**config.mk**
```make
export PLATFORM = sky130hd
export DESIGN_NAME = twhc_front
export DESIGN_NICKNAME = d
export VERILOG_FILES = /design/src/rtl/twhc_pkg.sv /design/src/rtl/twhc_front.sv
export SDC_FILE = /design/constraint.sdc
export NUM_CORES = 1
export LEC_CHECK = 0
export ABC_AREA = 0
export BUFFER_PORTS_ARGS = -buffer_cell sky130_fd_sc_hd__buf_2
export CAP_MARGIN = 40
export CORE_MARGIN = 10
export CORE_UTILIZATION = 30
export DETAILED_ROUTE_END_ITERATION = 8
export GPL_TIMING_DRIVEN = 0
export SLEW_MARGIN = 0
export SYNTH_ARGS = -nofsm -noshare
export SYNTH_HDL_FRONTEND = slang
export SYNTH_SLANG_ARGS = --single-unit
```
**constraint.sdc**
```tcl
create_clock -name clk -period 12.9 [get_ports clk]
set_input_delay 0.645 -clock clk [delete_from_list [all_inputs] [get_ports clk]]
set_output_delay 0.645 -clock clk [all_outputs]
set_load 0.005 [all_outputs]
```
**src/rtl/twhc_pkg.sv**
```systemverilog
// Shared types and constants for the two-way hashed result cache.
`default_nettype none

package twhc_pkg;

	localparam int KEY_W = 64;
	localparam int PAYLOAD_W = 64;
	localparam int AGE_W = 8;

	// Golden-ratio multiplier for the set hash, split in halves for the partial products
	localparam logic [63:0] HASH_MULT = 64'h9E3779B97F4A7C15;
	localparam logic [31:0] HASH_LO = HASH_MULT[31:0];
	localparam logic [31:0] HASH_HI = HASH_MULT[63:32];

	localparam logic CMD_LOOKUP = 1'b0;
	localparam logic CMD_FILL = 1'b1;

	localparam int QUEUE_DEPTH = 4;
	localparam int QUEUE_PTR_W = 2;
	localparam int QUEUE_CNT_W = 3;

	typedef struct packed {
		logic cmd;
		logic [KEY_W-1:0] lookup_key;
		logic [PAYLOAD_W-1:0] fill_payload;
	} twhc_req_t;

	typedef struct packed {
		logic hit;
		logic [PAYLOAD_W-1:0] hit_payload;
	} twhc_rsp_t;

	typedef enum logic {
		MODE_CLEAR,
		MODE_RUN
	} twhc_mode_t;

endpackage

`default_nettype wire

```
**src/rtl/twhc_front.sv**
```systemverilog
// Front end: accept items, hash the key and reduce it to a set index.
`default_nettype none

module twhc_front #(
	parameter int SET_COUNT = 1024,
	parameter int IDX_W = 10
) (
	input  wire logic               clk,
	input  wire logic               arst_n,
	input  wire logic               in_valid,
	input  wire twhc_pkg::twhc_req_t in_item,
	output logic                    in_stall,
	output logic                    push,
	output twhc_pkg::twhc_req_t     push_item,
	output logic [IDX_W-1:0]        push_set,
	input  wire logic               queue_full
);

	localparam bit IS_POW2 = (SET_COUNT & (SET_COUNT - 1)) == 0;

	logic                 en;
	logic                 v_s1, v_s2, v_s3;
	twhc_pkg::twhc_req_t  item_s1, item_s2, item_s3;
	logic [63:0]          p_lo_s1, p_lo_s2;
	logic [31:0]          x1_s1, x1_s2, x2_s2;
	logic [63:0]          mixed_s3;
	logic                 set_ready;

	assign en = !v_s3 || push;
	assign in_stall = !en;
	assign push = v_s3 && set_ready && !queue_full;
	assign push_item = item_s3;

	always_ff @(posedge clk or negedge arst_n) begin
		if (!arst_n) begin
			v_s1 <= 1'b0;
			v_s2 <= 1'b0;
			v_s3 <= 1'b0;
		end else if (en) begin
			v_s1 <= in_valid;
			v_s2 <= v_s1;
			v_s3 <= v_s2;
		end
	end

	// Low 64 bits of key * HASH_MULT from three 32x32 partial products
	always_ff @(posedge clk) begin
		if (en) begin
			item_s1 <= in_item;
			p_lo_s1 <= 64'(in_item.lookup_key[31:0]) * 64'(twhc_pkg::HASH_LO);
			x1_s1 <= in_item.lookup_key[63:32] * twhc_pkg::HASH_LO;
			item_s2 <= item_s1;
			p_lo_s2 <= p_lo_s1;
			x1_s2 <= x1_s1;
			x2_s2 <= item_s1.lookup_key[31:0] * twhc_pkg::HASH_HI;
			item_s3 <= item_s2;
			mixed_s3 <= p_lo_s2 + {x1_s2 + x2_s2, 32'b0};
		end
	end

	generate
		if (IS_POW2) begin : g_mask
			assign set_ready = 1'b1;
			assign push_set = mixed_s3[IDX_W-1:0];
		end else begin : g_rem
			// Remainder by SET_COUNT, four bits of the hash a cycle from the top
			localparam int DIGIT_W = 4;
			localparam int STEPS = 64 / DIGIT_W;
			localparam int CNT_W = $clog2(STEPS) + 1;
			localparam logic [IDX_W:0] SET_N = (IDX_W + 1)'(SET_COUNT);

			logic [CNT_W-1:0]   cnt_q;
			logic [IDX_W-1:0]   rem_q;
			logic [IDX_W-1:0]   rem_next;
			logic [DIGIT_W-1:0] digit;
			logic [IDX_W:0]     t;

			assign set_ready = cnt_q == CNT_W'(STEPS);
			assign push_set = rem_q;
			assign digit = mixed_s3[(63 - DIGIT_W * cnt_q[CNT_W-2:0]) -: DIGIT_W];

			always_comb begin
				rem_next = rem_q;
				t = '0;
				for (int i = 0; i < DIGIT_W; i++) begin
					t = {rem_next, digit[DIGIT_W-1-i]};
					if (t >= SET_N) t = t - SET_N;
					rem_next = t[IDX_W-1:0];
				end
			end

			always_ff @(posedge clk or negedge arst_n) begin
				if (!arst_n) begin
					cnt_q <= '0;
					rem_q <= '0;
				end else if (en) begin
					cnt_q <= '0;
					rem_q <= '0;
				end else if (!set_ready) begin
					cnt_q <= cnt_q + 1'b1;
					rem_q <= rem_next;
				end
			end
		end
	endgenerate

endmodule

`default_nettype wire

```
==> results.txt <==
For this run, global-route usage on met1 was measured as around a tenth. After detailed routing, the number of vias per cell comes to roughly 3.8. The total instance count after detailed placement came out at ~1300. Setup repair after global routing left no endpoint under its margin. The maximum resistive drop on vdd came out at ~0.11 mV.

The part of the power in combinational logic is under 10%. Summing the sequential cell areas from Yosys gives 95.6% of the chip area. The post-synth design cell area came out at ~13000 um2. The met2 usage in global routing came out at between 10% and 20%. The worst-case reg-to-reg path depth came out at 4. The average instance in the mapped netlist occupies roughly 27 um2. In this run the number of H-tree levels came out at 2.

The filler cells instantiated in the layout total between 3000 and 4000. The internal portion of the total power is 2.62 mW. The worst register-to-register path begins at v_s3. The normalized max-slew margin is between 60 and 70%. The placeable core region came out at roughly 43000 um2. The post-synthesis register bit count is between 400 and 500. The clock group share of total power came out at a little over a third.

The met3 usage in global routing came out at between 4 and 5%. Synthesis produced a netlist with a net count of 629. The violation count after the first detailed-route iteration is 378. The standby leakage power came out at 6.28 nW. The effective utilization at floorplan came out at between 30% and 40%. The initial antenna violation count is 6.

Based on the critical path, the design can be clocked at up to between 300 and 400 MHz. The number of nets still failing antenna checks after routing is 0. TritonCTS built the clock tree.

The count of warnings emitted by yosys came out at 0. After detailed routing, the number of remaining DRC violations is 0. The number of buffer cells added on primary ports came out at roughly 270. For the pin with the worst max-slew slack, the measured transition is 0.555 ns. The most used cell along the critical path is sky130_fd_sc_hd__buf_16. In this run the worst setup path begins at v_s3.

The critical path goes through nand2_4 > buf_16 > buf_16 > inv_1 > buf_2. The via count of the first global-routing pass came to 5604. After legalization and detailed placement, the total HPWL measured about 16 mm. Entering global routing, the biggest net connects 73 pins. After layout, the design draws a total of approximately 3.4 mW. The chip width is between 200 and 250 um. The boundary pin count came out at between 200 and 300. The switching share of power came out at between 20% and 30%. The maximum root-to-sink buffer count came out at 3. Across every metal layer, demand over resource in global routing totals 8.73%. Summed over all layers, the routed wires come to roughly 23 mm. Final hold analysis gives a worst-case slack of about 0.26 ns. The portion of the clock cycle consumed by the worst path in the final layout came out at between 20% and 30%. The slowest stage of the critical path belongs to the cell sky130_fd_sc_hd__nand2_4. The reg-to-reg critical path endpoint is item_s1[115]. The floorplan die area came out at 52000 um2. The clock period could shrink to 3.00 ns. The stage delay of the slowest cell on the critical path is 0.44 ns. The max-slew violation total from the final report was 0. After technology mapping, the gate count stands at 476.

The final layout contains about 950 nets. The number of vias after detailed routing is between 5000 and 6000. The clock transition time at the flip-flop clock pins of the worst setup and hold paths came out at 0.06 ns. CTS placed an instance of sky130_fd_sc_hd__clkbuf_16 at the clock tree root.

The overflow left after global routing is 0. The number of buffers created by CTS is 43. The flow ran to the end, and the final reports show no timing, DRC or antenna violations. The minimum setup slack among reg-to-reg paths is ~11 ns.

The count of placed standard cells in the final layout, fillers left out came out at 1422. The arrival time reported for the critical path endpoint is roughly 2.4 ns. The worst setup path is launched from a register.

The power density normalized to cell area is ~200 nW/um2. At the later pin of the worst-skew pair, clock insertion delay measures about 0.56 ns. The type of the worst min-delay path is input pin to register. The global placement routability congestion is about 0.70. The number of buffers added for setup after CTS came out at 0.

For the worst setup path, the data required time is between 10 and 15 ns. The area growth from synthesis to layout came out at 28.0%. Once layout is complete, the utilization of the core stands at around two fifths. Across the run, the number of max-cap violations was 0. In this run the most used layer during global routing was met2. The type of the worst setup path is register to primary output.

The setup-violating endpoint count in the final report came out at 0. In this run the worst setup path terminates at in_stall. The count of standard-cell rows came out at 76. The count of final hold-check violations came out at 0. The number of cells upsized or downsized after cts came out at 0. The number of distinct standard cells referenced by the synthesized netlist came out at 19.

The number of iterations in the first detailed-routing pass is 4. The largest fanout on the critical path came out at between 70 and 80. Along the worst hold path, the cell count comes to 1. The switching component of the power is between 0.7 and 0.8 mW. The share of total power in sequential cells came out at between 50 and 60%.

The die is approximately 230 um tall. STA classifies the critical path endpoint as a primary output. The sink count of the clock tree came out at 414. The fraction of final layout cells sized beyond drive strength 1 is 41.1%. The clock arrives with around 0.012 ns of skew. The routed length per placed instance came out at 16.4 um. The global-route wire length before repair is ~35 mm.
[worst min path at each step]
| stage | from | endpoint | slack [ns] |
|---|---|---|---|
| 3_3_place_gp | item_s1[13] | item_s2[13] | 0.40 |
| 4_1_cts | in_item[77] | item_s1[77] | 0.21 |
| 2_1_floorplan | arst_n | v_s1 | 0.35 |
| 6_report | in_item[51] | item_s1[51] | 0.26 |
| 5_1_grt | in_item[122] | item_s1[122] | 0.22 |
| 3_5_place_dp | item_s1[0] | item_s2[0] | 0.40 |
[power groups by stage]
stage / Combinational (mW) / Sequential (mW) / Clock, mW
final: 0.310 / 1.88 / 1.18
after floorplan: 0.109 / 2.01 / 0
after global routing: 0.344 / 1.90 / 1.28
after CTS: 0.323 / 1.88 / 1.22
after global placement: 0.297 / 2.03 / 0
after detailed placement: 0.323 / 1.91 / 0
[per-stage QoR]
| step | setup slack [ns] | cell area, um2 | TNS (ns) |
|---|---|---|---|
| after floorplan | 2.49 | 13000 | 0 |
| after detailed placement | 9.85 | 15300 | 0 |
| after CTS | 9.83 | 16600 | 0 |
| after global routing | 9.72 | 16600 | 0 |
| after global placement | -0.846 | 15100 | -326.82 |
| final | 9.90 | 16600 | 0 |
[cells in the final DEF, fill, tap and decap left out]
master / instances
sky130_fd_sc_hd__clkinvlp_4: 2
sky130_fd_sc_hd__nor2b_1: 2
sky130_fd_sc_hd__diode_2: 1
sky130_fd_sc_hd__bufinv_16: 3
sky130_fd_sc_hd__clkinv_4: 1
sky130_fd_sc_hd__xnor2_1: 10
sky130_fd_sc_hd__nor2_1: 1
sky130_fd_sc_hd__o21ai_0: 1
sky130_fd_sc_hd__fa_1: 2
sky130_fd_sc_hd__nand2_1: 3
sky130_fd_sc_hd__ha_1: 18
sky130_fd_sc_hd__clkbuf_16: 44
sky130_fd_sc_hd__inv_1: 11
sky130_fd_sc_hd__inv_6: 1
sky130_fd_sc_hd__nand2b_1: 2
sky130_fd_sc_hd__dfrtp_1: 3
sky130_fd_sc_hd__clkinv_2: 6
sky130_fd_sc_hd__o31ai_4: 1
sky130_fd_sc_hd__clkinv_1: 13
sky130_fd_sc_hd__xor2_1: 2
sky130_fd_sc_hd__mux2_1: 2
sky130_fd_sc_hd__clkbuf_1: 9
sky130_fd_sc_hd__clkinv_8: 1
sky130_fd_sc_hd__edfxtp_1: 411
sky130_fd_sc_hd__a21oi_4: 1
sky130_fd_sc_hd__buf_16: 6
sky130_fd_sc_hd__o211ai_4: 1
sky130_fd_sc_hd__nand2_4: 1
sky130_fd_sc_hd__buf_4: 2
sky130_fd_sc_hd__a31o_2: 1
sky130_fd_sc_hd__buf_2: 273
sky130_fd_sc_hd__a21oi_1: 1
sky130_fd_sc_hd__dlygate4sd3_1: 1
[cells in the mapped netlist, drive strengths merged]
library cell / n / area [um2]
nand2: 4 / 15.0
fa: 2 / 40.0
dfrtp: 3 / 75.1
edfxtp: 411 / 12300
xnor2: 10 / 87.6
a21oi: 2 / 21.3
o21ai: 1 / 5.00
o31ai: 1 / 21.3
o211ai: 1 / 21.3
buf: 2 / 15.0
inv: 11 / 41.3
mux2: 2 / 22.5
ha: 18 / 225
nor2b: 2 / 12.5
a31o: 1 / 8.76
xor2: 2 / 17.5
nand2b: 2 / 12.5
nor2: 1 / 3.75
[flip-flops by register name, indices dropped and copies added (netlist names)]
name,flops
p_lo_s2,8
push_item,129
v_s2,1
mixed_s3,8
v_s1,1
v_s3,1
p_lo_s1,8
item_s1,129
item_s2,129
[cells by family (layout without fill, tap and decap cells)]
family,count (synthesis),after routing,synth area share [%]
AOI/OAI and AO/OA,6,6,0.597
muxes,2,2,0.173
and+or+nand+nor,9,9,0.337
adders and majority gates,20,20,2.04
xor gates and xnor gates,12,12,0.809
other,0,1,0
DFF,414,414,95.6
buffers and inverters,13,373,0.433
[layout make-up]
class | instances | area, um2 | share of cell area, %
timing repair buffer | 280 | 1540 | 9.27
multi-input combinational | 49 | 522 | 3.14
buffer | 2 | 15.0 | 0.0903
tap | 585 | 732 | 4.40
inverter | 11 | 41.3 | 0.248
sequential | 414 | 12400 | 74.7
clock buffer | 53 | 1130 | 6.83
clock inverter | 27 | 218 | 1.31
antenna | 1 | 2.50 | 0.0151
[timing repair]
action	CTS	global route
endpoints found under the hold margin	3	0
hold buffers	1	0
endpoints found under the setup margin	0	0
[layer usage]
| metal | wire (um) | vias up |
|---|---|---|
| met5 | 46 | - |
| met4 | 524 | 8 |
| met3 | 2490 | 59 |
| met2 | 10900 | 193 |
| met1 | 9370 | 2596 |
| li1 | - | 2554 |
[critical path: cells and delay by family (launching register included)]
| kind | cells | cell delay, ns |
|---|---|---|
| buffers and inverters | 4 | 0.89 |
| DFF | 1 | 0.41 |
| and+or+nand+nor | 1 | 0.44 |
Note: power is estimated with default switching activity, not from simulation.
