<file path="config.mk">
export PLATFORM = sky130hd
export DESIGN_NAME = twhc_queue
export DESIGN_NICKNAME = d
export VERILOG_FILES = /design/src/rtl/twhc_pkg.sv /design/src/rtl/twhc_queue.sv
export SDC_FILE = /design/constraint.sdc
export NUM_CORES = 1
export LEC_CHECK = 0
export BUFFER_PORTS_ARGS = -buffer_cell sky130_fd_sc_hd__buf_4
export CAP_MARGIN = 15
export CORE_MARGIN = 2
export CORE_UTILIZATION = 50
export CTS_CLUSTER_DIAMETER = 40
export DETAILED_ROUTE_END_ITERATION = 16
export GPL_TIMING_DRIVEN = 0
export HOLD_SLACK_MARGIN = 0.15
export PLACE_DENSITY = 0.79
export SLEW_MARGIN = 20
export SYNTH_ARGS = -nofsm -noshare
export SYNTH_HDL_FRONTEND = slang
export SYNTH_SLANG_ARGS = --single-unit
</file>
<file path="constraint.sdc">
create_clock -name clk -period 4.3 [get_ports clk]
set_input_delay 0.43 -clock clk [delete_from_list [all_inputs] [get_ports clk]]
set_output_delay 0.43 -clock clk [all_outputs]
set_load 0.01 [all_outputs]
</file>
<file path="src/rtl/twhc_pkg.sv">
// Shared types and constants for the two-way hashed result cache.
`default_nettype none

package twhc_pkg;

	localparam int KEY_W = 64;
	localparam int PAYLOAD_W = 64;
	localparam int AGE_W = 8;

	// Golden-ratio multiplier for the set hash, split in halves for the partial products
	localparam logic [63:0] HASH_MULT = 64'h9E3779B97F4A7C15;
	localparam logic [31:0] HASH_LO = HASH_MULT[31:0];
	localparam logic [31:0] HASH_HI = HASH_MULT[63:32];

	localparam logic CMD_LOOKUP = 1'b0;
	localparam logic CMD_FILL = 1'b1;

	localparam int QUEUE_DEPTH = 4;
	localparam int QUEUE_PTR_W = 2;
	localparam int QUEUE_CNT_W = 3;

	typedef struct packed {
		logic cmd;
		logic [KEY_W-1:0] lookup_key;
		logic [PAYLOAD_W-1:0] fill_payload;
	} twhc_req_t;

	typedef struct packed {
		logic hit;
		logic [PAYLOAD_W-1:0] hit_payload;
	} twhc_rsp_t;

	typedef enum logic {
		MODE_CLEAR,
		MODE_RUN
	} twhc_mode_t;

endpackage

`default_nettype wire

</file>
<file path="src/rtl/twhc_queue.sv">
// Short queue between the front end and the back end.
`default_nettype none

module twhc_queue #(
	parameter int IDX_W = 10
) (
	input  wire logic                clk,
	input  wire logic                arst_n,
	input  wire logic                push,
	input  wire twhc_pkg::twhc_req_t push_item,
	input  wire logic [IDX_W-1:0]    push_set,
	output logic                     full,
	output logic                     head_valid,
	output twhc_pkg::twhc_req_t      head_item,
	output logic [IDX_W-1:0]         head_set,
	input  wire logic                pop
);

	twhc_pkg::twhc_req_t              item_q [twhc_pkg::QUEUE_DEPTH];
	logic [IDX_W-1:0]                 set_q [twhc_pkg::QUEUE_DEPTH];
	logic [twhc_pkg::QUEUE_PTR_W-1:0] wr_ptr_q, rd_ptr_q;
	logic [twhc_pkg::QUEUE_CNT_W-1:0] count_q;

	assign full = count_q == twhc_pkg::QUEUE_CNT_W'(twhc_pkg::QUEUE_DEPTH);
	assign head_valid = count_q != '0;
	assign head_item = item_q[rd_ptr_q];
	assign head_set = set_q[rd_ptr_q];

	always_ff @(posedge clk or negedge arst_n) begin
		if (!arst_n) begin
			wr_ptr_q <= '0;
			rd_ptr_q <= '0;
			count_q <= '0;
		end else begin
			if (push) wr_ptr_q <= wr_ptr_q + 1'b1;
			if (pop) rd_ptr_q <= rd_ptr_q + 1'b1;
			if (push && !pop) count_q <= count_q + 1'b1;
			else if (pop && !push) count_q <= count_q - 1'b1;
		end
	end

	always_ff @(posedge clk) begin
		if (push) begin
			item_q[wr_ptr_q] <= push_item;
			set_q[wr_ptr_q] <= push_set;
		end
	end

endmodule

`default_nettype wire

</file>
==> impl_summary.md, run 1 <==
Placed design
Summing all placed instances gives a cell area of around 24000 um^2. The global placement routability congestion is 0.715. After legalization and detailed placement, the total HPWL measured 24500 um. The count of port buffers added during placement is 283. The post-placement setup slack is about 2.0 ns.

Critical path
Traced cell by cell, the critical path runs through clkbuf_1, buf_2, buf_2, mux4_2, buf_4. Of all nets on the critical path, the largest fanout is 10. The required time at the worst-slack endpoint is 3.87 ns. STA classifies the critical path endpoint as a primary output. The critical path launch point type is a register. The worst register-to-register path ends at item_q[1][70]$_DFFE_PP_. The path type of the worst setup path is register to primary output. In this design, the critical path's most frequently occurring cell is sky130_fd_sc_hd__buf_2. The setup check on the worst reg-to-reg path leaves a slack of around 2.3 ns. Data arrives at the worst endpoint at 2.37 ns. The logic depth of the worst register-to-register path is 5. On the worst path, the slowest cell contributes a delay of 0.38 ns.

The cell with the biggest individual delay on the critical path is sky130_fd_sc_hd__mux4_2. The startpoint identified for the worst register-to-register timing path is wr_ptr_q[1]$_DFFE_PN0P_.

Die
The floorplan step defined a core boundary enclosing 40600 um^2. In this run the horizontal extent of the chip is 206 um. around 280 I/O pins were placed. The overall die height is 206 um. The initial utilization of the core area, before any placement, comes to between 50% and 60%. The row count is 74. The area of the die is 42500 um^2.

Route
The average via count per standard cell is 5.36. The routed layout has 9948 vias. The detail route stage leaves a number of antenna-violating nets equal to 0. The first-iteration detailed-routing DRC count is 546. After detailed routing, the number of remaining DRC violations is 0. The average wire per standard cell is 23.1 um. The iteration count of the initial detailed-routing pass is 5. Summed over all layers, the routed wires come to ~43000 um.

Cells and area
The top cell types in the final layout, fill and taps aside, are 556 x sky130_fd_sc_hd__edfxtp_1, 284 x sky130_fd_sc_hd__buf_4, 142 x sky130_fd_sc_hd__dlygate4sd3_1. The fraction of layout cells with a size suffix above 1 is between 40% and 50%. The area of all placed cells without fillers is between 20000 and 30000 um^2. At the end of the flow, the number of nets in the layout was 1417. Counting the fill cells in the layout gives 2505. The end-of-flow core utilization is 67.3%.

From synthesis to final layout, the design area changed by 33.5%. The library cell used most frequently in the layout, excluding fill and tap cells, is sky130_fd_sc_hd__edfxtp_1.

Synthesis
Of the synthesized area, sequential elements account for 82.5%. The synthesized design contains 563 register bits. In the synthesized netlist, the number of instances is 761.

Sorting the synthesized cells by area gives the leading types as sky130_fd_sc_hd__edfxtp_1 82%, sky130_fd_sc_hd__mux4_2 15%, sky130_fd_sc_hd__dfrtp_1 0.86%. Each instance of the synthesized netlist takes up on average 26.9 um^2. The warning count from the yosys run is 0. The cell type contributing the most total cell area after synthesis is sky130_fd_sc_hd__edfxtp_1. Of the post-synthesis cell area, the dominant cell type holds 81.7%. The total nets after synthesis is 910. Summing every instance area after synthesis gives 20400 um^2. The number of different library cells in the post-synthesis netlist is 19.

STA
After layout, the worst path uses 65.0% of the clock period. The count of endpoints failing hold in the final timing report came to 0. For the pin with the worst max-slew slack, the measured transition is 0.739 ns.

Clock skew on the completed layout was measured at about 0.023 ns. The final count of negative-setup-slack endpoints is 0. The final worst-path setup slack is 1.50 ns. Setup repair after global routing left no endpoint under its margin.

Timing would allow up to 358 MHz. The post-route minimum period is ~2.8 ns. The count of pins over their slew limit is 0. Headroom to the max-slew limit came out at 50.7%.

Clocking
Buffers inserted to repair hold after CTS numbered between 100 and 150. The number of levels the H-tree was split into is 3. The clock net in this run drives a total of roughly 560 sinks. Clock latency on the worst-skew pair, taken at its later pin, is 0.57 ns. The TritonCTS clock tree is done.

The number of setup buffers added after CTS is 0. After clock tree synthesis, the clock-pin slew on the worst setup and hold paths is roughly 0.06 ns. Buffers inserted during clock tree synthesis total a little under 70. The number of gates resized after CTS was 0.

No sink is reached through more buffers than the 3 on the longest clock path. CTS placed an instance of sky130_fd_sc_hd__clkbuf_16 at the clock tree root.

Run
The count of max-cap constraint violations is 0.

Run status
The run finished with clean final reports.

GRT
Entering global routing, the biggest net connects 46 pins. Global routing finished with a remaining overflow of 0. In the global route stage, overall resource usage came out at 20.3%. The via count of the first global-routing pass is 10900. The initial antenna violation count is 3. The wire length of the first global-routing pass is roughly 63000 um.

Power
The clock share of power is between 30% and 40%. The cell-internal power is 13.5 mW. The switching power share of the total is between 20% and 30%. The leakage power figure is 9.52 nW. Per report_power, the combinational group accounts for 30.6% of the total. Dividing total power by cell area gives a power density of 689 nW/um^2. Registers are responsible for 39.3% of the overall power.

The peak ir drop on the vdd network is 517 uV. For this design the total switching power over the nets is 5.34 mW.

Hold path
The class of the tightest hold or removal check is primary input to asynchronous set/reset pin.
## layer usage
layer	wire (um)	GRT usage (%)
met5	13	0
met4	1210	8.04
met3	2990	5.12
met2	22400	34.2
met1	16400	25.5
## cell families after synthesis
kind of cell	share of synthesized area, %
flip-flops	82.5
multiplexers	15.4
buffers and inverters	1.18
AND/OR/NAND/NOR	0.245
XOR/XNOR	0.257
adder cells (fa/ha/maj)	0.404
AO/OA/AOI/OAI	0.0245
## worst max-delay path by stage
stage | startpoint | to | cells past startpoint
floorplan | wr_ptr_q[1]$_DFFE_PN0P_ | item_q[1][0]$_DFFE_PP_ | 3
detailed placement | rd_ptr_q[1]$_DFFE_PN0P_ | head_item[70] | 5
global route | rd_ptr_q[1]$_DFFE_PN0P_ | head_item[78] | 5
global placement | wr_ptr_q[1]$_DFFE_PN0P_ | item_q[1][77]$_DFFE_PP_ | 3
finish | rd_ptr_q[1]$_DFFE_PN0P_ | head_item[92] | 5
CTS | rd_ptr_q[1]$_DFFE_PN0P_ | head_item[123] | 5
## registers in the layout, indices dropped and copies added (netlist names)
| register | count |
|---|---|
| item_q | 516 |
| set_q | 40 |
| wr_ptr_q | 2 |
| rd_ptr_q | 2 |
| count_q | 3 |
## critical path, delay by kind of cell, from the launching register on
family / cells / cell delay, ns
flops: 1 / 0.32
mux: 1 / 0.38
buf+inv: 4 / 1.09
## stage by stage
stage,setup TNS [ns],hold slack (ns),std cells,total power [mW]
CTS,0,0.180,1854,19.0
global route,0,0.212,1856,19.6
finish,0,0.213,1856,18.8
global placement,-713.10,0.248,1576,13.1
detailed placement,0,0.253,1588,13.2
floorplan,0,0.134,761,10.7
## power by group through the flow
stage	Clock, mW	Combinational (mW)	Sequential [mW]
final	5.65	5.76	7.40
after floorplan	0	3.15	7.52
after global routing	6.01	6.14	7.47
after CTS	5.74	5.87	7.40
after detailed placement	0	5.72	7.49
after global placement	0	5.48	7.65
## synth_stat cells
cell type and n:
sky130_fd_sc_hd__inv_1 4, sky130_fd_sc_hd__xor2_1 4, sky130_fd_sc_hd__edfxtp_1 556, sky130_fd_sc_hd__buf_6 11, sky130_fd_sc_hd__mux4_2 139, sky130_fd_sc_hd__or3_1 1, sky130_fd_sc_hd__buf_4 1, sky130_fd_sc_hd__nor3b_1 1
sky130_fd_sc_hd__dfrtp_1 7, sky130_fd_sc_hd__fa_1 1, sky130_fd_sc_hd__ha_1 5, sky130_fd_sc_hd__o21ai_0 1, sky130_fd_sc_hd__clkbuf_1 4, sky130_fd_sc_hd__nand2_1 2, sky130_fd_sc_hd__mux2_2 1, sky130_fd_sc_hd__buf_2 16
sky130_fd_sc_hd__xnor2_1 2, sky130_fd_sc_hd__and2_1 4, sky130_fd_sc_hd__nor2_1 1
## area by class of cell
cell class | instances | area [um^2] | area share [%]
Tap cell | 532 | 666 | 2.44
Antenna cell | 2 | 5.00 | 0.0183
Multi-Input combinational cell | 162 | 3340 | 12.2
Inverter | 4 | 15.0 | 0.0550
Timing Repair Buffer | 437 | 3870 | 14.2
Clock buffer | 82 | 1830 | 6.70
Clock inverter | 42 | 464 | 1.70
Sequential cell | 563 | 16900 | 61.8
Buffer | 32 | 226 | 0.830
No activity file was read; power rests on OpenSTA's default activity.
==> run 2: changes to the inputs <==
--- a/config.mk
+++ b/config.mk
@@ -5,6 +5,7 @@
 export SDC_FILE = /design/constraint.sdc
 export NUM_CORES = 1
 export LEC_CHECK = 0
+export ABC_AREA = 1
 export BUFFER_PORTS_ARGS = -buffer_cell sky130_fd_sc_hd__buf_4
 export CAP_MARGIN = 15
 export CORE_MARGIN = 2
@@ -13,7 +14,7 @@
 export DETAILED_ROUTE_END_ITERATION = 16
 export GPL_TIMING_DRIVEN = 0
 export HOLD_SLACK_MARGIN = 0.15
-export PLACE_DENSITY = 0.79
+export PLACE_DENSITY = 0.75
 export SLEW_MARGIN = 20
 export SYNTH_ARGS = -nofsm -noshare
 export SYNTH_HDL_FRONTEND = slang
==> constraint.sdc (replaced) <==
create_clock -name clk -period 2.8 [get_ports clk]
set_input_delay 0.28 -clock clk [delete_from_list [all_inputs] [get_ports clk]]
set_output_delay 0.28 -clock clk [all_outputs]
set_load 0.01 [all_outputs]
==> impl_summary.md, run 2 <==
STA
In the finished design, the share of the clock period the worst path needs comes to 86.3%. The worst path needs 2.42 ns of the cycle, external delays included. Setup violations remaining at the end of the flow were counted as 0.

The count of pins over their slew limit is 0. The worst-case headroom to the max-slew limit is 56.7%. Setup slack closes at 0.384 ns. The final worst clock skew is 0.0183 ns. The worst hold slack across all endpoints is 0.417 ns. The measured slew at the worst slew-check pin is 0.648 ns.

Setup repair after global routing left no endpoint under its margin. The highest achievable clock rate is 414 MHz. The count of endpoints failing hold in the final timing report is 0.

Critical path
Data arrives at the worst endpoint at roughly 2.1 ns. The cell with the biggest individual delay on the critical path is sky130_fd_sc_hd__dfrtp_1. The sum of buffers and inverters on the critical path is 5.

The critical path launch point type is a register. The required time at the worst-slack endpoint is ~2.5 ns. The startpoint of the worst register-to-register path is wr_ptr_q[0]$_DFFE_PN0P_. The reg-to-reg critical path endpoint is item_q[2][66]$_DFFE_PP_. The worst reg-to-reg setup slack is approximately 0.6 ns. The logic depth of the worst register-to-register path is 7. Of all nets on the critical path, the largest fanout is 10. The critical path's most frequent cell is sky130_fd_sc_hd__buf_2. Walking the worst path, the cells encountered are buf_2, inv_2, buf_6, buf_2, o211ai_1, nand2_1, buf_4. The setup path with the least slack is of type register to primary output. The family with the most delay on the worst path is buffers and inverters. The capturing element type of the critical path is a primary output. The largest single stage delay on the critical path is 0.35 ns.

Route
The total vias in the final route is 15100. In the final routed layout, each cell accounts on average for 19.8 um. The sum of routed wire length over all layers is 56400 um. The first detailed-routing pass took 5 iterations. The first-iteration detailed-routing DRC count is about 1300. For this run, design rule violations remaining after detail routing come to 0. The average via count per standard cell is ~5.3. The number of nets still failing antenna checks after routing is 0.

Power
The total power consumption of the routed design is 32.7 mW. In this run, flip-flops and latches consume between 30% and 40% of the power. Per report_power, the combinational group accounts for 37.9% of the total. The cell area power density is ~1100 nW/um^2. Internal power comes to 21.3 mW. The total net switching power is 11.4 mW.

The clock network is responsible for 27.4% of the overall power. The peak ir drop on the vdd network is 677 uV. In this run the static leakage power is 12.0 nW. The switching power share of the total is a little over a third.

Clocking
The root buffer cell chosen for the clock tree is sky130_fd_sc_hd__clkbuf_16. At the later pin of the worst-skew pair, clock insertion delay measures 0.61 ns. Clock-pin slew was measured on the worst setup and hold paths at 0.06 ns.

The post-cts resize count is 0. The number of sinks handled by clock tree synthesis is 563. The number of buffers created by CTS is 71. The maximum count of clock buffers along a single path is 3. TritonCTS built the clock tree. The number of levels the H-tree was split into is 3.

Hold path
Along the worst hold path, the cell count comes to 2. The class of the tightest hold or removal check is primary input to register. The worst min-delay path startpoint is push_item[92]. The end point of the worst hold path is item_q[2][92]$_DFFE_PP_.

Cells and area
The area of all placed cells without fillers is 29700 um^2. The count of nets after finishing is approximately 2300. In the final layout, the multi-input gates occupy approximately 3900 um^2. In the layout the commonest cells are 556 x sky130_fd_sc_hd__edfxtp_1, 427 x sky130_fd_sc_hd__nand2_1, 294 x sky130_fd_sc_hd__buf_4. The largest registers in the layout are item_q (516), set_q (40), count_q (3). The register with the most flip-flops is item_q. The flip-flop and latch area is 16900 um^2. The layout has between 3000 and 4000 filler cells. Excluding fillers, the count of instances in the completed layout stands at 2845. The number of flip-flops under the largest register name is a little over 500.

Leaving out fill and tap cells, the most frequent cell in the layout is sky130_fd_sc_hd__edfxtp_1. The fraction of layout cells with a size suffix above 1 is approximately a quarter. Relative to the synthesized area, the layout overhead comes to 31.6%.

Synthesis
By area the synthesized netlist is led by sky130_fd_sc_hd__edfxtp_1 74%, sky130_fd_sc_hd__o211ai_1 8.9%, sky130_fd_sc_hd__nand2_1 7.2%. The area of the mapped netlist is approximately 23000 um^2. Synthesis produced 1671 cells.

The most frequently used cell type in the post-synthesis netlist is sky130_fd_sc_hd__edfxtp_1. By count the netlist is led by 556 x sky130_fd_sc_hd__edfxtp_1, 431 x sky130_fd_sc_hd__nand2_1, 289 x sky130_fd_sc_hd__inv_1. Counting flops and latches in the post-synthesis netlist gives 563.

The warning count from the yosys run is 0. The fraction of synthesis flops using an asynchronous set or reset pin is 1.24%. The total nets after synthesis is about 1800. Averaged over all synthesized cells, the footprint is about 13 um^2. The leading register cell type out of synthesis is sky130_fd_sc_hd__edfxtp_1.

The share of Yosys cell area claimed by the top area cell type is roughly three quarters. The number of different library cells in the post-synthesis netlist is 20. The cell type contributing the most total cell area after synthesis is sky130_fd_sc_hd__edfxtp_1. In this run, synthesis inferred 556 flip-flops with an integrated enable.

The share of synthesized area occupied by flip-flops and latches is 74.9%.

Run status
The flow ran to the end, and the final reports show no timing, DRC or antenna violations.

Die
In this run the horizontal extent of the chip is 216 um. The effective utilization at floorplan is 50.8%. The area of the die is 46800 um^2. The core region is 44300 um^2.

The overall die height is 216 um. The floorplan has 77 rows. The top-level port count is 284.

Placed design
The instance area at placement is approximately 26000 um^2. The post-placement setup slack is 0.512 ns. Routability-driven placement finished with a final weighted congestion of 0.785. The cell total after placement is 2567.

The wire-length estimate of the detail-placed layout is roughly 34000 um. The count of port buffers added during placement is between 200 and 300.

GRT
The initial antenna violation count is 6. The overall overflow remaining after global route is 0. Global routing used a little under a quarter of the available tracks. The pin count of the biggest net entering global routing is 30. The via count of the first global-routing pass is 15300. The wire length of the first global-routing pass is 85200 um.

Run
The tool flagged a number of max-cap violations equal to 0.
==> run 2: per-stage QoR <==
step | utilization [%] | setup TNS (ns)
global placement | 57.4 | -1208.91
finish | 66.9 | 0
global route | 66.9 | 0
detailed placement | 58.4 | 0
CTS | 66.9 | 0
floorplan | - | -177.01
==> run 2: logic make-up (layout without fill, tap and decap cells) <==
group / after synthesis / in the layout / share of synthesized area [%]
DFF: 563 / 563 / 74.9
other: 0 / 5 / 0
and+or+nand+nor: 435 / 435 / 7.27
AOI/OAI and AO/OA: 279 / 279 / 9.51
adders and majority gates: 6 / 6 / 0.366
buffers and inverters: 384 / 961 / 7.83
xor gates and xnor gates: 4 / 4 / 0.156
==> run 2: worst max path at each step <==
stage / startpoint / end / slack, ns / depth (start not counted)
3_5_place_dp: push / item_q[2][69]$_DFFE_PP_ / 0.51 / 7
6_report: rd_ptr_q[1]$_DFFE_PN0P_ / head_item[98] / 0.38 / 7
3_3_place_gp: push / item_q[2][93]$_DFFE_PP_ / -2.21 / 4
2_1_floorplan: wr_ptr_q[0]$_DFFE_PN0P_ / item_q[0][0]$_DFFE_PP_ / -0.33 / 4
4_1_cts: rd_ptr_q[1]$_DFFE_PN0P_ / head_item[95] / 0.38 / 7
5_1_grt: rd_ptr_q[1]$_DFFE_PN0P_ / head_item[109] / 0.29 / 7
==> run 2: worst register-to-register path, delay by kind of cell (launching register included) <==
family	cells	cell delay [ns]
fa+ha+maj	1	0.17
buf+inv	5	1.22
flops	1	0.42
simple gates	1	0.06
==> run 2: timing repair <==
| item | in CTS | in global routing |
|---|---|---|
| hold buffers | 143 | 0 |
| buffers inserted | 0 | 0 |
| hold endpoints to repair | 567 | 0 |
==> run 2: cell type report <==
| class | instances | area share [%] |
|---|---|---|
| Timing Repair Buffer | 447 | 13.4 |
| Clock buffer | 83 | 6.50 |
| Sequential cell | 563 | 56.9 |
| Inverter | 290 | 3.72 |
| Tap cell | 592 | 2.50 |
| Clock inverter | 47 | 1.45 |
| Antenna cell | 5 | 0.0422 |
| Buffer | 94 | 2.28 |
| Multi-Input combinational cell | 724 | 13.2 |
==> run 2: power groups by stage <==
stage / Clock [mW] / Combinational, mW / Sequential (mW)
after floorplan: 0 / 6.39 / 11.6
after detailed placement: 0 / 12.1 / 11.5
after global routing: 9.42 / 13.3 / 11.5
after CTS: 9.06 / 12.4 / 11.4
final: 8.95 / 12.4 / 11.4
after global placement: 0 / 11.6 / 11.7
==> run 2: routing by layer <==
| layer | share of wire [%] | global-route usage, % |
|---|---|---|
| met4 | 3.1 | 9.93 |
| met3 | 8.8 | 5.87 |
| met1 | 39 | 29.8 |
| met5 | 0.020 | 0 |
| met2 | 49 | 40.3 |
==> run 3: changes to the inputs <==
--- a/config.mk
+++ b/config.mk
@@ -14,7 +14,7 @@
 export DETAILED_ROUTE_END_ITERATION = 16
 export GPL_TIMING_DRIVEN = 0
 export HOLD_SLACK_MARGIN = 0.15
-export PLACE_DENSITY = 0.75
+export PLACE_DENSITY = 0.78
 export SLEW_MARGIN = 20
 export SYNTH_ARGS = -nofsm -noshare
 export SYNTH_HDL_FRONTEND = slang
==> constraint.sdc (replaced) <==
create_clock -name clk -period 2.15 [get_ports clk]
set_input_delay 0.215 -clock clk [delete_from_list [all_inputs] [get_ports clk]]
set_output_delay 0.215 -clock clk [all_outputs]
set_load 0.01 [all_outputs]
==> impl_summary.md, run 3 (synthesis gave the netlist of run 2 again) <==
Cells and area
The register with the most flip-flops is item_q. At the end of the flow, the number of nets in the layout was approximately 2300. The top cell types in the final layout, fill and taps aside, are 556 x sky130_fd_sc_hd__edfxtp_1, 427 x sky130_fd_sc_hd__nand2_1, 302 x sky130_fd_sc_hd__buf_4. The area growth from synthesis to layout is 33.6%.

The fraction of layout cells with a size suffix above 1 is 24.2%. Fill cells in the final layout number 2870. The commonest non-fill, non-tap cell in the layout is sky130_fd_sc_hd__edfxtp_1. The number of flip-flops under the largest register name is approximately 520. In the final layout, the registers with the most flip-flops are item_q (516), set_q (40), count_q (3).

Placed design
The detailed placement HPWL is 34800 um. Timing analysis after detailed placement gives a worst setup slack of -0.127 ns. The global placement routability congestion is 0.765. The count of port buffers added during placement is 283.

Clocking
TritonCTS created 73 clock buffers. In this run the clock root is driven by a sky130_fd_sc_hd__clkbuf_16. The clock reaches the later pin of the worst-skew pair after 0.62 ns. The TritonCTS clock tree is done. After clock tree synthesis, the clock-pin slew on the worst setup and hold paths is around 0.060 ns. The number of levels the H-tree was split into is 3. In this run the deepest clock path goes through 3 buffers. For this design, the sink count on the clock tree is 563.

GRT
The first global-routing pass estimated 89500 um of wire. The initial antenna violation count was 3. The via count of the first global-routing pass is 16200. Summed over all layers, the global routing overflow is 0. The pin count of the biggest net entering global routing is 29. Global routing used ~25% of the available tracks across all layers.

Power
The switching power share of the total is 35.2%. Power spread over the standard cell area amounts to 1450 nW/um^2. The portion of total power attributed to combinational logic is 39.0%.

The total power consumption of the routed design is between 40 and 50 mW. The total net switching power is 15.4 mW. The sequential fraction of design power is 34.0%. The share of total power dissipated in the clock network is 27.0%. The worst-case IR drop observed on VDD is between 900 and 1000 uV. The cell-internal power is 28.3 mW. Summed over all cells, the static leakage comes to 12.2 nW.

STA
The final count of negative-setup-slack endpoints is 127. The count of endpoints failing hold in the final timing report is 0. The final critical path takes up 106% of the cycle. Setup repair after global routing could not meet its margin everywhere.

After layout, the worst setup slack is -0.123 ns. The worst-case headroom to the max-slew limit is 63.8%. The routed design could run at a clock period as short as 2.27 ns. The sum of negative setup slack is -4.19 ns. The highest achievable clock rate is 440 MHz.

The measured slew at the worst slew-check pin is 0.542 ns. The worst hold slack across all endpoints is between 0.3 and 0.4 ns. The count of pins over their slew limit was 0. Between clock sinks in the finished design, the worst skew comes to 0.0347 ns.

Run status
The flow ran to the end, but the final reports show violations. The checks that failed: negative setup slack.

Route
The DRC violation count after routing is 0. The average wire per standard cell is slightly above 20 um. The iteration count of the initial detailed-routing pass is 5.

After the first detailed-routing iteration, the DRC count stood at 1204. For this block, the via count after detailed routing is 15300. The average via count per standard cell is around 5.4. The count of nets left with antenna violations once routing finished came out at 0. Wires add up to 58700 um.

Critical path
The biggest fanout along the worst timing path is 10. For the worst setup path, the data arrival time is 2.06 ns. The worst setup path is of the register to primary output kind. The worst setup path is captured at a primary output. Data on the critical path is required at its endpoint by 1.93 ns. The worst setup path is launched from a register.

Run
Across the run, the number of max-cap violations was 0.

Die
The overall die height is approximately 220 um. The top-level port count is about 280. Measured along the x axis, the die boundary spans 216 um.

The core area is 44300 um^2. The row count is 77. The area of the die is 46800 um^2. Once the floorplan was initialized, standard cells occupied 50.8% of the core.

Hold path
The class of the tightest hold or removal check is primary input to register.
## run 3: changes by cell type in the layout (fill, tap and decap cells not counted), sizes merged
cell,previous run,this run
clkinv,23,14
bufinv,5,3
clkbuf,86,90
buf,395,398
diode,5,3
clkinvlp,11,12
inv,298,305
## run 3: timing repair
action,in CTS,in global routing
pin swaps,5,30
setup endpoints to repair,209,186
buffers inserted,1,0
gates cloned,0,1
resized for setup,77,29
endpoints found under the hold margin,570,0
hold buffers,143,0
## run 3: critical path: stages, from the launching register on
cell                       delay [ns]
sky130_fd_sc_hd__dfrtp_1         0.38
sky130_fd_sc_hd__buf_6           0.16
sky130_fd_sc_hd__buf_6           0.18
sky130_fd_sc_hd__buf_4           0.20
sky130_fd_sc_hd__o211ai_1        0.24
sky130_fd_sc_hd__nand2_1         0.11
sky130_fd_sc_hd__buf_4           0.16
## run 3: worst paths after layout
check / start / endpoint / slack (ns) / cells after the start
min reg2reg: count_q[2]$_DFFE_PN0P_ / count_q[2]$_DFFE_PN0P_ / 0.50 / 2
max in group asynchronous: arst_n / wr_ptr_q[0]$_DFFE_PN0P_ / 1.25 / 3
min in group asynchronous: arst_n / count_q[0]$_DFFE_PN0P_ / 0.58 / 3
max reg2reg: wr_ptr_q[0]$_DFFE_PN0P_ / item_q[2][86]$_DFFE_PP_ / -0.03 / 7
max: rd_ptr_q[0]$_DFFE_PN0P_ / head_item[37] / -0.12 / 6
min: push_set[9] / set_q[3][9]$_DFFE_PP_ / 0.34 / 2
## run 3: stage by stage
stage                     cells  area (um^2)  utilization (%)
final                      2847        30100             67.9
after global routing       2847        30100             67.9
after CTS                  2843        30000             67.7
after detailed placement   2569        25900             58.5
after global placement     2546        25400             57.4
after floorplan            1671        22600                -
## run 3: power by group through the flow
stage	Clock (mW)	Combinational, mW	Sequential, mW
final	11.8	17.0	14.8
after global routing	12.4	18.3	15.0
after CTS	11.9	16.8	14.8
after detailed placement	0	15.9	15.0
after global placement	0	15.0	15.3
after floorplan	0	8.32	15.1
## run 3: final cells by class
type	count	area, um^2	area share, %
Inverter	290	1110	3.68
Clock buffer	86	1920	6.37
Tap cell	592	741	2.46
Timing Repair Buffer	451	4120	13.7
Buffer	94	983	3.27
Multi-Input combinational cell	724	3920	13.0
Antenna cell	3	7.51	0.0249
Clock inverter	44	449	1.49
Sequential cell	563	16900	56.0
## run 3: routing by layer
layer	vias up	wire (um)	GRT usage, %
li1	6911	-	-
met1	7537	22100	30.6
met2	713	30000	42.6
met3	121	4890	5.89
met4	2	1720	11.1
met5	-	13	0
